--- src/rtl/zero_cross_synced_rms_meter_assert.svh ---
// assertion macros used by the rms meter back end
`ifndef ZERO_CROSS_SYNCED_RMS_METER_ASSERT_SVH
`define ZERO_CROSS_SYNCED_RMS_METER_ASSERT_SVH
// condition must hold on every edge out of reset
`define ZC_ASSERT_NOW(lbl, cond, msg) \
  lbl: assert property (@(posedge clk_i) disable iff (!rst_ni) (cond)) else $error(msg);
// consequence in the same cycle
`define ZC_ASSERT_IMP(lbl, ante, cons, msg) \
  lbl: assert property (@(posedge clk_i) disable iff (!rst_ni) (ante) |-> (cons)) \
    else $error(msg);
// consequence in the next cycle
`define ZC_ASSERT_NXT(lbl, ante, cons, msg) \
  lbl: assert property (@(posedge clk_i) disable iff (!rst_ni) (ante) |=> (cons)) \
    else $error(msg);
`endif

--- src/rtl/zcsrm_pkg.sv ---
// shared types and constants of the rms meter
package zcsrm_pkg;

  typedef enum logic [1:0] {PH_IDLE, PH_SYNC, PH_MEAS} phase_e;

  typedef enum logic [2:0] {BK_IDLE, BK_DIV, BK_SQRT, BK_MUL, BK_RND, BK_OUT} bstate_e;

  localparam logic [1:0] OP_START  = 2'd0;
  localparam logic [1:0] OP_SAMPLE = 2'd1;
  localparam logic [1:0] OP_TICK   = 2'd2;

  localparam int CFG_W  = 10;
  localparam int TIME_W = 16;
  localparam int GAIN_W = 24;
  localparam int RMS_W  = 25;
  localparam int USED_W = 16;
  localparam int IDX_W  = 3;
  localparam int DATA_W = 24;
  localparam int FRAC_SHIFT = 8;

  localparam logic [IDX_W-1:0] REG_OFFSET_V    = 3'd0;
  localparam logic [IDX_W-1:0] REG_OFFSET_I    = 3'd1;
  localparam logic [IDX_W-1:0] REG_WINDOW_LOW  = 3'd2;
  localparam logic [IDX_W-1:0] REG_WINDOW_HIGH = 3'd3;
  localparam logic [IDX_W-1:0] REG_CROSS_TGT   = 3'd4;
  localparam logic [IDX_W-1:0] REG_TIMEOUT     = 3'd5;
  localparam logic [IDX_W-1:0] REG_GAIN_V      = 3'd6;
  localparam logic [IDX_W-1:0] REG_GAIN_I      = 3'd7;

  typedef struct packed {
    logic [CFG_W-1:0]  offset_v;
    logic [CFG_W-1:0]  offset_i;
    logic [CFG_W-1:0]  window_low;
    logic [CFG_W-1:0]  window_high;
    logic [CFG_W-1:0]  crossing_target;
    logic [TIME_W-1:0] timeout_ms;
    logic [GAIN_W-1:0] gain_v;
    logic [GAIN_W-1:0] gain_i;
  } cfg_t;

  localparam cfg_t CFG_RESET = '{
    offset_v:        10'd512,
    offset_i:        10'd512,
    window_low:      10'd461,
    window_high:     10'd564,
    crossing_target: 10'd20,
    timeout_ms:      16'd2000,
    gain_v:          24'd81600,
    gain_i:          24'd12118
  };

endpackage

--- src/rtl/zero_cross_synced_rms_meter.sv ---
// top level of the zero-cross synchronized true rms meter
// The front end takes one request per clock while in_stall_o is low: start,
// sample pair or 1 ms tick. It runs the sync / measure phases, squares and
// accumulates offset-removed samples and counts mid-level crossings, all in
// the accepting cycle. When a measurement ends, its sums, pair count and
// timeout flag go into a two-entry queue. The back end turns each entry into
// a result: a restoring divider forms the mean as a SUM_W-bit quotient
// (SUM_W = 2*SAMPLE_BITS+COUNT_BITS-2, 34 at defaults), a digit recurrence
// takes the root, then the root is multiplied by the gain and rounded.
// Input stall rises only when two finished measurements still wait in the
// queue. The result sits in an output register until taken. Config writes
// apply on the edge where cfg_we_i is high.
module zero_cross_synced_rms_meter #(
  parameter int SAMPLE_BITS = 10,
  parameter int COUNT_BITS  = 16
) (
  input  logic                            clk_i,
  input  logic                            rst_ni,
  // configuration write port
  input  logic                            cfg_we_i,
  input  logic [zcsrm_pkg::IDX_W-1:0]     cfg_idx_i,
  input  logic [zcsrm_pkg::DATA_W-1:0]    cfg_data_i,
  // request channel
  input  logic                            in_valid_i,
  output logic                            in_stall_o,
  input  logic [1:0]                      op_i,
  input  logic [SAMPLE_BITS-1:0]          v_sample_i,
  input  logic [SAMPLE_BITS-1:0]          i_sample_i,
  // result channel
  output logic                            out_valid_o,
  input  logic                            out_stall_i,
  output logic [zcsrm_pkg::RMS_W-1:0]     v_rms_o,
  output logic [zcsrm_pkg::RMS_W-1:0]     i_rms_o,
  output logic [zcsrm_pkg::USED_W-1:0]    samples_used_o,
  output logic                            timed_out_o
);

  // accumulator width: sums of squares of offset-removed samples, saturating at the top
  localparam int SUM_W   = 2 * SAMPLE_BITS + COUNT_BITS - 2;
  localparam int ENTRY_W = 2 * SUM_W + COUNT_BITS + 1;

  zcsrm_pkg::cfg_t        cfg_q;
  logic                   push_valid, full, pop, pop_valid;
  logic [ENTRY_W-1:0]     push_data, pop_data;

  // config registers, low bits of the write data
  always_ff @(posedge clk_i or negedge rst_ni) begin
    if (!rst_ni) begin
      cfg_q <= zcsrm_pkg::CFG_RESET;
    end else if (cfg_we_i) begin
      case (cfg_idx_i)
        zcsrm_pkg::REG_OFFSET_V:    cfg_q.offset_v        <= cfg_data_i[zcsrm_pkg::CFG_W-1:0];
        zcsrm_pkg::REG_OFFSET_I:    cfg_q.offset_i        <= cfg_data_i[zcsrm_pkg::CFG_W-1:0];
        zcsrm_pkg::REG_WINDOW_LOW:  cfg_q.window_low      <= cfg_data_i[zcsrm_pkg::CFG_W-1:0];
        zcsrm_pkg::REG_WINDOW_HIGH: cfg_q.window_high     <= cfg_data_i[zcsrm_pkg::CFG_W-1:0];
        zcsrm_pkg::REG_CROSS_TGT:   cfg_q.crossing_target <= cfg_data_i[zcsrm_pkg::CFG_W-1:0];
        zcsrm_pkg::REG_TIMEOUT:     cfg_q.timeout_ms      <= cfg_data_i[zcsrm_pkg::TIME_W-1:0];
        zcsrm_pkg::REG_GAIN_V:      cfg_q.gain_v          <= cfg_data_i[zcsrm_pkg::GAIN_W-1:0];
        zcsrm_pkg::REG_GAIN_I:      cfg_q.gain_i          <= cfg_data_i[zcsrm_pkg::GAIN_W-1:0];
        default: ;
      endcase
    end
  end

  // phase control and accumulation
  zcsrm_front #(
    .SAMPLE_BITS(SAMPLE_BITS),
    .COUNT_BITS (COUNT_BITS),
    .SUM_W      (SUM_W),
    .ENTRY_W    (ENTRY_W)
  ) u_front (
    .clk_i       (clk_i),
    .rst_ni      (rst_ni),
    .cfg_i       (cfg_q),
    .in_valid_i  (in_valid_i),
    .in_stall_o  (in_stall_o),
    .op_i        (op_i),
    .v_sample_i  (v_sample_i),
    .i_sample_i  (i_sample_i),
    .push_valid_o(push_valid),
    .push_data_o (push_data),
    .push_full_i (full)
  );

  // finished measurements waiting for the back end
  zcsrm_fifo #(
    .WIDTH(ENTRY_W),
    .DEPTH(2)
  ) u_fifo (
    .clk_i      (clk_i),
    .rst_ni     (rst_ni),
    .push_i     (push_valid),
    .push_data_i(push_data),
    .full_o     (full),
    .pop_i      (pop),
    .pop_valid_o(pop_valid),
    .pop_data_o (pop_data)
  );

  // mean, root, gain and output register
  zcsrm_back #(
    .COUNT_BITS(COUNT_BITS),
    .SUM_W     (SUM_W),
    .ENTRY_W   (ENTRY_W)
  ) u_back (
    .clk_i         (clk_i),
    .rst_ni        (rst_ni),
    .cfg_i         (cfg_q),
    .pop_valid_i   (pop_valid),
    .pop_data_i    (pop_data),
    .pop_o         (pop),
    .out_valid_o   (out_valid_o),
    .out_stall_i   (out_stall_i),
    .v_rms_o       (v_rms_o),
    .i_rms_o       (i_rms_o),
    .samples_used_o(samples_used_o),
    .timed_out_o   (timed_out_o)
  );

endmodule

--- src/rtl/zcsrm_front.sv ---
// front end: phase control, squaring accumulators and end detection
module zcsrm_front #(
  parameter int SAMPLE_BITS = 10,
  parameter int COUNT_BITS  = 16,
  parameter int SUM_W       = 2 * SAMPLE_BITS + COUNT_BITS - 2,
  parameter int ENTRY_W     = 2 * SUM_W + COUNT_BITS + 1
) (
  input  logic                   clk_i,
  input  logic                   rst_ni,
  input  zcsrm_pkg::cfg_t        cfg_i,
  input  logic                   in_valid_i,
  output logic                   in_stall_o,
  input  logic [1:0]             op_i,
  input  logic [SAMPLE_BITS-1:0] v_sample_i,
  input  logic [SAMPLE_BITS-1:0] i_sample_i,
  output logic                   push_valid_o,
  output logic [ENTRY_W-1:0]     push_data_o,
  input  logic                   push_full_i
);

  localparam int DW    = ((SAMPLE_BITS > zcsrm_pkg::CFG_W) ? SAMPLE_BITS : zcsrm_pkg::CFG_W) + 1;
  localparam int SQ_W  = 2 * DW;
  localparam int ADD_W = ((SUM_W > SQ_W) ? SUM_W : SQ_W) + 1;
  localparam logic [SUM_W-1:0]      SUM_MAX   = '1;
  localparam logic [COUNT_BITS-1:0] COUNT_MAX = '1;
  localparam logic [zcsrm_pkg::TIME_W-1:0] TIME_MAX = '1;

  zcsrm_pkg::phase_e              phase_q, phase_d;
  logic [zcsrm_pkg::TIME_W-1:0]   elapsed_q, elapsed_d;
  logic [SAMPLE_BITS-1:0]         mid_q, mid_d;
  logic [COUNT_BITS-1:0]          pair_q, pair_d;
  logic [zcsrm_pkg::CFG_W-1:0]    cross_q, cross_d;
  logic                           above_q, above_d;
  logic [SUM_W-1:0]               sumv_q, sumv_d, sumi_q, sumi_d;

  logic                           accept, enter, check, push, timed, above;
  logic signed [DW-1:0]           dv, di;
  logic [DW-1:0]                  av, ai;
  logic [SQ_W-1:0]                sqv, sqi;
  logic [ADD_W-1:0]               addv, addi;

  assign in_stall_o = push_full_i;
  assign accept     = in_valid_i && !push_full_i;

  always_comb begin
    dv   = $signed(DW'(v_sample_i)) - $signed(DW'(cfg_i.offset_v));
    di   = $signed(DW'(i_sample_i)) - $signed(DW'(cfg_i.offset_i));
    av   = dv[DW-1] ? DW'(-dv) : DW'(dv);
    ai   = di[DW-1] ? DW'(-di) : DW'(di);
    sqv  = SQ_W'(av) * SQ_W'(av);
    sqi  = SQ_W'(ai) * SQ_W'(ai);
    addv = ADD_W'(sumv_q) + ADD_W'(sqv);
    addi = ADD_W'(sumi_q) + ADD_W'(sqi);
    above = v_sample_i > mid_q;

    phase_d   = phase_q;
    elapsed_d = elapsed_q;
    mid_d     = mid_q;
    pair_d    = pair_q;
    cross_d   = cross_q;
    above_d   = above_q;
    sumv_d    = sumv_q;
    sumi_d    = sumi_q;
    enter = 1'b0;
    check = 1'b0;
    push  = 1'b0;
    timed = 1'b0;

    if (accept) begin
      case (op_i)
        zcsrm_pkg::OP_START: begin
          phase_d   = zcsrm_pkg::PH_SYNC;
          elapsed_d = '0;
        end
        zcsrm_pkg::OP_SAMPLE: begin
          if (phase_q == zcsrm_pkg::PH_SYNC) begin
            mid_d = v_sample_i;
            if (v_sample_i > cfg_i.window_low && v_sample_i < cfg_i.window_high) enter = 1'b1;
          end else if (phase_q == zcsrm_pkg::PH_MEAS) begin
            pair_d = pair_q + 1'b1;
            sumv_d = (addv > ADD_W'(SUM_MAX)) ? SUM_MAX : addv[SUM_W-1:0];
            sumi_d = (addi > ADD_W'(SUM_MAX)) ? SUM_MAX : addi[SUM_W-1:0];
            if (pair_q != '0 && above != above_q) cross_d = cross_q + 1'b1;
            above_d = above;
            check   = 1'b1;
          end
        end
        zcsrm_pkg::OP_TICK: begin
          if (phase_q == zcsrm_pkg::PH_SYNC) begin
            if (elapsed_q >= cfg_i.timeout_ms) enter = 1'b1;
            else elapsed_d = elapsed_q + 1'b1;
          end else if (phase_q == zcsrm_pkg::PH_MEAS) begin
            if (elapsed_q != TIME_MAX) elapsed_d = elapsed_q + 1'b1;
            check = 1'b1;
          end
        end
        default: ;
      endcase
    end

    if (enter) begin
      phase_d   = zcsrm_pkg::PH_MEAS;
      elapsed_d = '0;
      pair_d    = '0;
      cross_d   = '0;
      above_d   = 1'b0;
      sumv_d    = '0;
      sumi_d    = '0;
      check     = 1'b1;
    end

    if (check) begin
      if (cross_d >= cfg_i.crossing_target) begin
        push = 1'b1;
      end else if (pair_d == COUNT_MAX) begin
        push = 1'b1;
      end else if (elapsed_d >= cfg_i.timeout_ms) begin
        push  = 1'b1;
        timed = 1'b1;
      end
    end
    if (push) phase_d = zcsrm_pkg::PH_IDLE;
  end

  assign push_valid_o = push;
  assign push_data_o  = {timed, pair_d, sumi_d, sumv_d};

  always_ff @(posedge clk_i or negedge rst_ni) begin
    if (!rst_ni) begin
      phase_q   <= zcsrm_pkg::PH_IDLE;
      elapsed_q <= '0;
      mid_q     <= '0;
      pair_q    <= '0;
      cross_q   <= '0;
      above_q   <= 1'b0;
      sumv_q    <= '0;
      sumi_q    <= '0;
    end else begin
      phase_q   <= phase_d;
      elapsed_q <= elapsed_d;
      mid_q     <= mid_d;
      pair_q    <= pair_d;
      cross_q   <= cross_d;
      above_q   <= above_d;
      sumv_q    <= sumv_d;
      sumi_q    <= sumi_d;
    end
  end

endmodule

--- src/rtl/zcsrm_fifo.sv ---
// short queue of finished measurements between front and back
module zcsrm_fifo #(
  parameter int WIDTH = 8,
  parameter int DEPTH = 2
) (
  input  logic             clk_i,
  input  logic             rst_ni,
  input  logic             push_i,
  input  logic [WIDTH-1:0] push_data_i,
  output logic             full_o,
  input  logic             pop_i,
  output logic             pop_valid_o,
  output logic [WIDTH-1:0] pop_data_o
);

  localparam int PW = (DEPTH > 1) ? $clog2(DEPTH) : 1;

  logic [WIDTH-1:0] mem_q [DEPTH];
  logic [PW-1:0]    wr_q, rd_q;
  logic [PW:0]      cnt_q;

  assign full_o      = cnt_q == (PW+1)'(DEPTH);
  assign pop_valid_o = cnt_q != '0;
  assign pop_data_o  = mem_q[rd_q];

  always_ff @(posedge clk_i) begin
    if (push_i) mem_q[wr_q] <= push_data_i;
  end

  always_ff @(posedge clk_i or negedge rst_ni) begin
    if (!rst_ni) begin
      wr_q  <= '0;
      rd_q  <= '0;
      cnt_q <= '0;
    end else begin
      if (push_i) wr_q <= (wr_q == PW'(DEPTH - 1)) ? '0 : wr_q + 1'b1;
      if (pop_i)  rd_q <= (rd_q == PW'(DEPTH - 1)) ? '0 : rd_q + 1'b1;
      if (push_i && !pop_i) cnt_q <= cnt_q + 1'b1;
      else if (pop_i && !push_i) cnt_q <= cnt_q - 1'b1;
    end
  end

endmodule

--- src/rtl/zcsrm_back.sv ---
// back end: mean by restoring divide, root by digit recurrence, gain and rounding
`include "zero_cross_synced_rms_meter_assert.svh"
module zcsrm_back #(
  parameter int COUNT_BITS = 16,
  parameter int SUM_W      = 36,
  parameter int ENTRY_W    = 2 * SUM_W + COUNT_BITS + 1
) (
  input  logic                            clk_i,
  input  logic                            rst_ni,
  input  zcsrm_pkg::cfg_t                 cfg_i,
  input  logic                            pop_valid_i,
  input  logic [ENTRY_W-1:0]              pop_data_i,
  output logic                            pop_o,
  output logic                            out_valid_o,
  input  logic                            out_stall_i,
  output logic [zcsrm_pkg::RMS_W-1:0]     v_rms_o,
  output logic [zcsrm_pkg::RMS_W-1:0]     i_rms_o,
  output logic [zcsrm_pkg::USED_W-1:0]    samples_used_o,
  output logic                            timed_out_o
);

  localparam int RW    = (SUM_W + 1) / 2;
  localparam int X_W   = 2 * RW;
  localparam int CW    = $clog2(SUM_W);
  localparam int P_W   = RW + zcsrm_pkg::GAIN_W;
  localparam int RND_W = P_W + 1;
  localparam logic [zcsrm_pkg::RMS_W-1:0]  RMS_MAX  = '1;
  localparam logic [zcsrm_pkg::USED_W-1:0] USED_MAX = '1;

  zcsrm_pkg::bstate_e state_q, state_d;
  logic [CW-1:0]          cnt_q, cnt_d;
  logic [COUNT_BITS-1:0]  n_q, n_d;
  logic                   timed_q, timed_d;
  logic [SUM_W-1:0]       quo_q [2], quo_d [2];
  logic [COUNT_BITS-1:0]  rem_q [2], rem_d [2];
  logic [X_W-1:0]         x_q [2], x_d [2];
  logic [RW-1:0]          root_q [2], root_d [2];
  logic [RW:0]            srem_q [2], srem_d [2];
  logic [P_W-1:0]         prod_q [2], prod_d [2];
  logic [zcsrm_pkg::RMS_W-1:0]  rms_q [2], rms_d [2];
  logic [zcsrm_pkg::USED_W-1:0] used_q, used_d;

  logic [COUNT_BITS:0]    dsh [2];
  logic [RW+2:0]          ssh [2], trial [2];
  logic [RND_W-1:0]       rnd [2];
  logic [zcsrm_pkg::GAIN_W-1:0] gain [2];

  assign gain[0] = cfg_i.gain_v;
  assign gain[1] = cfg_i.gain_i;

  always_comb begin
    state_d = state_q;
    cnt_d   = cnt_q;
    n_d     = n_q;
    timed_d = timed_q;
    used_d  = used_q;
    pop_o   = 1'b0;
    for (int l = 0; l < 2; l++) begin
      quo_d[l]  = quo_q[l];
      rem_d[l]  = rem_q[l];
      x_d[l]    = x_q[l];
      root_d[l] = root_q[l];
      srem_d[l] = srem_q[l];
      prod_d[l] = prod_q[l];
      rms_d[l]  = rms_q[l];
      dsh[l]    = {rem_q[l], quo_q[l][SUM_W-1]};
      ssh[l]    = {srem_q[l], x_q[l][X_W-1 -: 2]};
      trial[l]  = {1'b0, root_q[l], 2'b01};
      rnd[l]    = (RND_W'(prod_q[l]) + RND_W'(1 << (zcsrm_pkg::FRAC_SHIFT - 1)))
                  >> zcsrm_pkg::FRAC_SHIFT;
    end

    case (state_q)
      zcsrm_pkg::BK_IDLE: begin
        if (pop_valid_i) begin
          pop_o   = 1'b1;
          quo_d[0] = pop_data_i[SUM_W-1:0];
          quo_d[1] = pop_data_i[2*SUM_W-1:SUM_W];
          n_d      = pop_data_i[2*SUM_W +: COUNT_BITS];
          timed_d  = pop_data_i[ENTRY_W-1];
          rem_d[0] = '0;
          rem_d[1] = '0;
          cnt_d    = '0;
          state_d  = zcsrm_pkg::BK_DIV;
        end
      end
      zcsrm_pkg::BK_DIV: begin
        for (int l = 0; l < 2; l++) begin
          if (dsh[l] >= (COUNT_BITS+1)'(n_q)) begin
            rem_d[l] = COUNT_BITS'(dsh[l] - (COUNT_BITS+1)'(n_q));
            quo_d[l] = {quo_q[l][SUM_W-2:0], 1'b1};
          end else begin
            rem_d[l] = dsh[l][COUNT_BITS-1:0];
            quo_d[l] = {quo_q[l][SUM_W-2:0], 1'b0};
          end
        end
        cnt_d = cnt_q + 1'b1;
        if (cnt_q == CW'(SUM_W - 1)) begin
          for (int l = 0; l < 2; l++) begin
            x_d[l]    = X_W'(quo_d[l]);
            root_d[l] = '0;
            srem_d[l] = '0;
          end
          cnt_d   = '0;
          state_d = zcsrm_pkg::BK_SQRT;
        end
      end
      zcsrm_pkg::BK_SQRT: begin
        for (int l = 0; l < 2; l++) begin
          x_d[l] = x_q[l] << 2;
          if (ssh[l] >= trial[l]) begin
            srem_d[l] = (RW+1)'(ssh[l] - trial[l]);
            root_d[l] = {root_q[l][RW-2:0], 1'b1};
          end else begin
            srem_d[l] = ssh[l][RW:0];
            root_d[l] = {root_q[l][RW-2:0], 1'b0};
          end
        end
        cnt_d = cnt_q + 1'b1;
        if (cnt_q == CW'(RW - 1)) state_d = zcsrm_pkg::BK_MUL;
      end
      zcsrm_pkg::BK_MUL: begin
        for (int l = 0; l < 2; l++) prod_d[l] = P_W'(root_q[l]) * P_W'(gain[l]);
        state_d = zcsrm_pkg::BK_RND;
      end
      zcsrm_pkg::BK_RND: begin
        for (int l = 0; l < 2; l++) begin
          if (n_q == '0) rms_d[l] = '0;
          else if (rnd[l] > RND_W'(RMS_MAX)) rms_d[l] = RMS_MAX;
          else rms_d[l] = rnd[l][zcsrm_pkg::RMS_W-1:0];
        end
        used_d  = ((COUNT_BITS > zcsrm_pkg::USED_W) && (n_q > COUNT_BITS'(USED_MAX))) ?
                  USED_MAX : zcsrm_pkg::USED_W'(n_q);
        state_d = zcsrm_pkg::BK_OUT;
      end
      zcsrm_pkg::BK_OUT: begin
        if (!out_stall_i) state_d = zcsrm_pkg::BK_IDLE;
      end
      default: state_d = zcsrm_pkg::BK_IDLE;
    endcase
  end

  assign out_valid_o    = state_q == zcsrm_pkg::BK_OUT;
  assign v_rms_o        = rms_q[0];
  assign i_rms_o        = rms_q[1];
  assign samples_used_o = used_q;
  assign timed_out_o    = timed_q;

  always_ff @(posedge clk_i) begin
    n_q    <= n_d;
    used_q <= used_d;
    for (int l = 0; l < 2; l++) begin
      quo_q[l]  <= quo_d[l];
      rem_q[l]  <= rem_d[l];
      x_q[l]    <= x_d[l];
      root_q[l] <= root_d[l];
      srem_q[l] <= srem_d[l];
      prod_q[l] <= prod_d[l];
      rms_q[l]  <= rms_d[l];
    end
  end

  always_ff @(posedge clk_i or negedge rst_ni) begin
    if (!rst_ni) begin
      state_q <= zcsrm_pkg::BK_IDLE;
      cnt_q   <= '0;
      timed_q <= 1'b0;
    end else begin
      state_q <= state_d;
      cnt_q   <= cnt_d;
      timed_q <= timed_d;
    end
  end

  `ZC_ASSERT_IMP(a_div_cnt, state_q == zcsrm_pkg::BK_DIV, cnt_q <= CW'(SUM_W - 1), "divide step overrun")
  `ZC_ASSERT_NXT(a_pop_div, pop_o, state_q == zcsrm_pkg::BK_DIV, "pop did not start divide")
  `ZC_ASSERT_IMP(a_zero_rms, out_valid_o && samples_used_o == '0, v_rms_o == '0 && i_rms_o == '0, "rms nonzero with no samples")

endmodule

--- config.mk ---
export PLATFORM = sky130hd
export DESIGN_NAME = zero_cross_synced_rms_meter
export DESIGN_NICKNAME = d
export VERILOG_FILES = /design/src/rtl/zcsrm_pkg.sv /design/src/rtl/zero_cross_synced_rms_meter.sv /design/src/rtl/zcsrm_front.sv /design/src/rtl/zcsrm_fifo.sv /design/src/rtl/zcsrm_back.sv
export VERILOG_INCLUDE_DIRS = /design/src /design/src/rtl
export SDC_FILE = /design/constraint.sdc
export NUM_CORES = 2
export LEC_CHECK = 0
export BUFFER_PORTS_ARGS = -buffer_cell sky130_fd_sc_hd__buf_4
export CAP_MARGIN = 0
export CELL_PAD_IN_SITES_DETAIL_PLACEMENT = 1
export CELL_PAD_IN_SITES_GLOBAL_PLACEMENT = 2
export CORE_UTILIZATION = 34
export CTS_CLUSTER_SIZE = 24
export DETAILED_ROUTE_END_ITERATION = 8
export GPL_TIMING_DRIVEN = 0
export MAX_ROUTING_LAYER = met4
export PLACE_DENSITY = 0.77
export SLEW_MARGIN = 10
export SYNTH_ARGS = -nofsm -noshare
export SYNTH_HDL_FRONTEND = slang
export SYNTH_SLANG_ARGS = --single-unit
--- constraint.sdc ---
create_clock -name clk_i -period 31.6 [get_ports clk_i]
set_clock_uncertainty 0.2 [all_clocks]
set_input_delay 1.58 -clock clk_i [delete_from_list [all_inputs] [get_ports clk_i]]
set_output_delay 1.58 -clock clk_i [all_outputs]
set_load 0.01 [all_outputs]
==> results.cfg <==
[cells_and_area]
finalCoreUtilization_pct = 38.2
layout-drive-gt1-share_pct = 7.36
sequential_cell_area_mm2 = 0.0231
fillers = 23800
finish.net_count = 8804
area_delta_synth_final_pct = 11.6
multi_input_area_mm2 = 0.0432

[worst_hold_path]
worst_hold_path.endpoint = u_front.mid_q[0]
holdCritStartpoint = u_front.mid_q[0]
hold-path-cell-count = 2
holdCritPathClass = flip-flop to flip-flop

[routing]
number_of_routed_nets_with_antenna_violations = 0
post-route-drc-count = 0
post_drt_wl_per_cell_um = 20.7
route.final.wire_length_um = 213000
detail_route.iter0.violations = 2738
vias = 51500
first_pass_iters = 5
vias_per_cell = 5.00

[sta]
rsz0062_at_grt = false
fin_crit_ns = 11.53
finalMaxSlewViolations = 0
finalSetupTns_ns = 0
final_hold_viol_count = 0
final.period_utilization_pct = 36.5
setup-violations-final = 0
max_slew.worst_pin.slew_ns = 1.17
achievable-frequency_mhz = 86.8
max_slew_margin_pct = 21.1

[clock_tree]
post_cts_buffers = 0
clock_tree_sinks = 809
worst_skew_pair.late_latency_ns = 0.75
clockBufferDepth = 3
clock_tree_from_tritoncts = done
post_cts_resize_count = 0
cts_root_buffer = sky130_fd_sc_hd__clkbuf_16
number_of_buffers_created_by_cts = 98
clk_transition_reported_paths_ns = 0.06
htreeDepth = 3
postCtsHoldBufs = 0

[setup_path]
cpLargestDelayFamily = adder cells
cp_slowest_cell = sky130_fd_sc_hd__xnor2_1
timing_worst_setup_path_type = primary input to flip-flop
setup_crit_end_kind = flip-flop
reg2reg_to = u_fifo.mem_q[1][14]
worstPathMaxFanout = 10
regToRegStartpoint = cfg_q[104]
arrival_ns = 11.72
worst-endpoint-required_ns = 31.79
cp_bufs_invs = 9
worst-r2r-setup-slack_ns = 20.89
r2r_cells = 33
critPathMaxStageDelay_ns = 0.65
startpoint_type = primary input

[logic_synthesis]
synth_area_leaders = sky130_fd_sc_hd__edfxtp_1 23%, sky130_fd_sc_hd__fa_1 23%, sky130_fd_sc_hd__ha_1 9.0%, sky130_fd_sc_hd__dfrtp_1 7.5%, sky130_fd_sc_hd__inv_1 6.2%
synth_sequential_area_ratio_pct = 32.1
post-synth-top-area-fraction_pct = 23.3
main_flop_type_after_synthesis = sky130_fd_sc_hd__edfxtp_1
postSynthRegisterBits = 809
avg_cell_area_syn_um2 = 10.0
synth_area_mm2 = 0.0718
count_of_flip_flops_with_a_built_in_enable_after_synthesis = 558
post_synth_inst_count = 7148
share_of_flip_flops_with_an_asynchronous_set_or_reset_pct = 31.0
synth_cell_type_count = 100
yosysTopAreaCell = sky130_fd_sc_hd__edfxtp_1
synthesis.yosys.warnings = 0

[die]
design.core.area_mm2 = 0.210
design.die.area_mm2 = 0.213
cell_rows = 168
floorplan.initialDensity_pct = 34.2
die_width_um = 462
die_height_um = 462
ios = 123

[place]
place.gp.congestion = 0.913
detailedPlacementHpwl_um = 170000
buffer_ports.inserted = 118

[global_route]
antenna_found_initial = 7
grt_pass1_wl_um = 332000
grt_remaining_overflow = 0
first_global_vias = 56200
grt_use_total_pct = 20.8
grt_start_max_net_pins = 98

[status]
run_status = finished clean

[flow_run]
maxCapViolations = 0
-- stage by stage --
step / instances / setup slack, ns / cell area, um2 / hold slack, ns
finish: 10300 / 20.07 / 80100 / 0.302
global route: 10300 / 19.45 / 80100 / 0.319
CTS: 10300 / 20.07 / 80100 / 0.306
detailed placement: 10100 / 19.35 / 76800 / 0.292
global placement: 10100 / 13.66 / 76200 / 0.268
floorplan: 7158 / 19.82 / 71800 / 0.250
-- Yosys cell counts (all sizes together) (12+ instances only) --
cell type	count
a211oi	41
a21boi	19
a21o	76
a21oi	244
a221oi	14
a311oi	33
a31oi	26
and2	264
and3	43
and4	14
buf	33
clkbuf	271
dfrtp	214
dfstp	37
edfxtp	558
fa	828
ha	518
inv	1192
mux2	105
mux2i	121
nand2	1037
nand2b	34
nand3	98
nand4	47
nor2	395
nor2b	46
nor3	79
nor4	15
o211ai	13
o21a	41
o21ai	246
o21bai	20
o31ai	13
or2	27
or3	16
or4	12
xnor2	147
xor2	102
-- logic make-up (layout without fill, tap and decap cells) --
logic type / Yosys count / in the layout / share of synthesized area [%]
AOI/OAI and AO/OA: 864 / 864 / 7.75
xor gates and xnor gates: 249 / 249 / 3.06
DFF: 809 / 809 / 32.1
buffers and inverters: 1498 / 1825 / 7.88
adders and majority gates: 1346 / 1346 / 32.1
muxes: 226 / 226 / 3.33
and+or+nand+nor: 2154 / 2154 / 13.7
other: 2 / 16 / 0.0105
-- worst max-delay path by stage --
stage / start / end / slack, ns / cells after the start
6_report: v_sample_i[0] / u_fifo.mem_q[1][14] / 20.07 / 35
5_1_grt: i_sample_i[0] / u_fifo.mem_q[0][66] / 19.45 / 35
4_1_cts: i_sample_i[0] / u_fifo.mem_q[0][66] / 20.07 / 35
3_5_place_dp: i_sample_i[0] / u_fifo.mem_q[0][66] / 19.35 / 35
3_3_place_gp: u_back.state_q[0] / u_back.root_q[0][18] / 13.66 / 5
2_1_floorplan: u_back.state_q[0] / u_back.root_q[0][0] / 19.82 / 5
-- per-layer routing --
layer | GRT usage (%) | part of all wire (%)
met5 | - | 0
met2 | 35.3 | 50
met4 | 6.82 | 3.5
met3 | 2.36 | 4.0
met1 | 25.8 | 43
-- final cells by class --
type,count,share of cell area [%]
diodes,4,0.0125
clock buffers,126,3.33
well taps,2805,4.38
multi-input cells,4851,53.9
inverters,1194,5.59
clock inverters,55,0.793
flip-flops and latches,809,28.8
repair buffers,146,1.69
plain buffers,304,1.47
-- worst reg2reg max path: cells and delay by family (launching register included) --
family,cells,cell delay [ns]
adders and majority gates,8,3.67
AOI/OAI and AO/OA,8,2.29
and+or+nand+nor,8,1.69
xor gates and xnor gates,2,1.19
buffers and inverters,7,1.00
DFF,1,0.35
-- registers in the layout, indices dropped and copies added (netlist names), 36 cells and up --
| register | cells |
|---|---|
| u_back.prod_q | 68 |
| u_fifo.mem_q | 170 |
| u_back.rms_q | 50 |
| u_back.srem_q | 36 |
| cfg_q | 114 |
| u_back.x_q | 68 |
| u_back.quo_q | 68 |
-- layout by cell type, fill, tap and decap left out, types with 24 or more instances in the layout --
cell	netlist	layout
sky130_fd_sc_hd__mux2_2	105	105
sky130_fd_sc_hd__and2_1	264	263
sky130_fd_sc_hd__a21oi_1	217	217
sky130_fd_sc_hd__nor2b_1	46	45
sky130_fd_sc_hd__ha_1	518	518
sky130_fd_sc_hd__nand3_1	96	96
sky130_fd_sc_hd__nand4_1	45	45
sky130_fd_sc_hd__nand2_1	1037	1036
sky130_fd_sc_hd__buf_4	0	126
sky130_fd_sc_hd__a31oi_1	26	26
sky130_fd_sc_hd__dfrtp_1	214	214
sky130_fd_sc_hd__o21a_1	41	41
sky130_fd_sc_hd__nand2b_1	34	34
sky130_fd_sc_hd__a211oi_1	40	40
sky130_fd_sc_hd__nor3_1	78	76
sky130_fd_sc_hd__mux2i_1	121	121
sky130_fd_sc_hd__inv_1	1190	1190
sky130_fd_sc_hd__a21o_1	76	76
sky130_fd_sc_hd__clkbuf_1	271	289
sky130_fd_sc_hd__xor2_1	100	100
sky130_fd_sc_hd__o21ai_0	237	236
sky130_fd_sc_hd__nor2_1	395	395
sky130_fd_sc_hd__xnor2_1	147	146
sky130_fd_sc_hd__clkbuf_16	0	99
sky130_fd_sc_hd__or2_2	24	24
sky130_fd_sc_hd__a21oi_2	27	27
sky130_fd_sc_hd__edfxtp_1	558	558
sky130_fd_sc_hd__fa_1	828	828
sky130_fd_sc_hd__a311oi_1	33	32
sky130_fd_sc_hd__and3_1	42	42
sky130_fd_sc_hd__dfstp_2	37	37
Power is not shown: default switching activity piles up to over one toggle a cycle in this logic, so the estimate is an artifact.
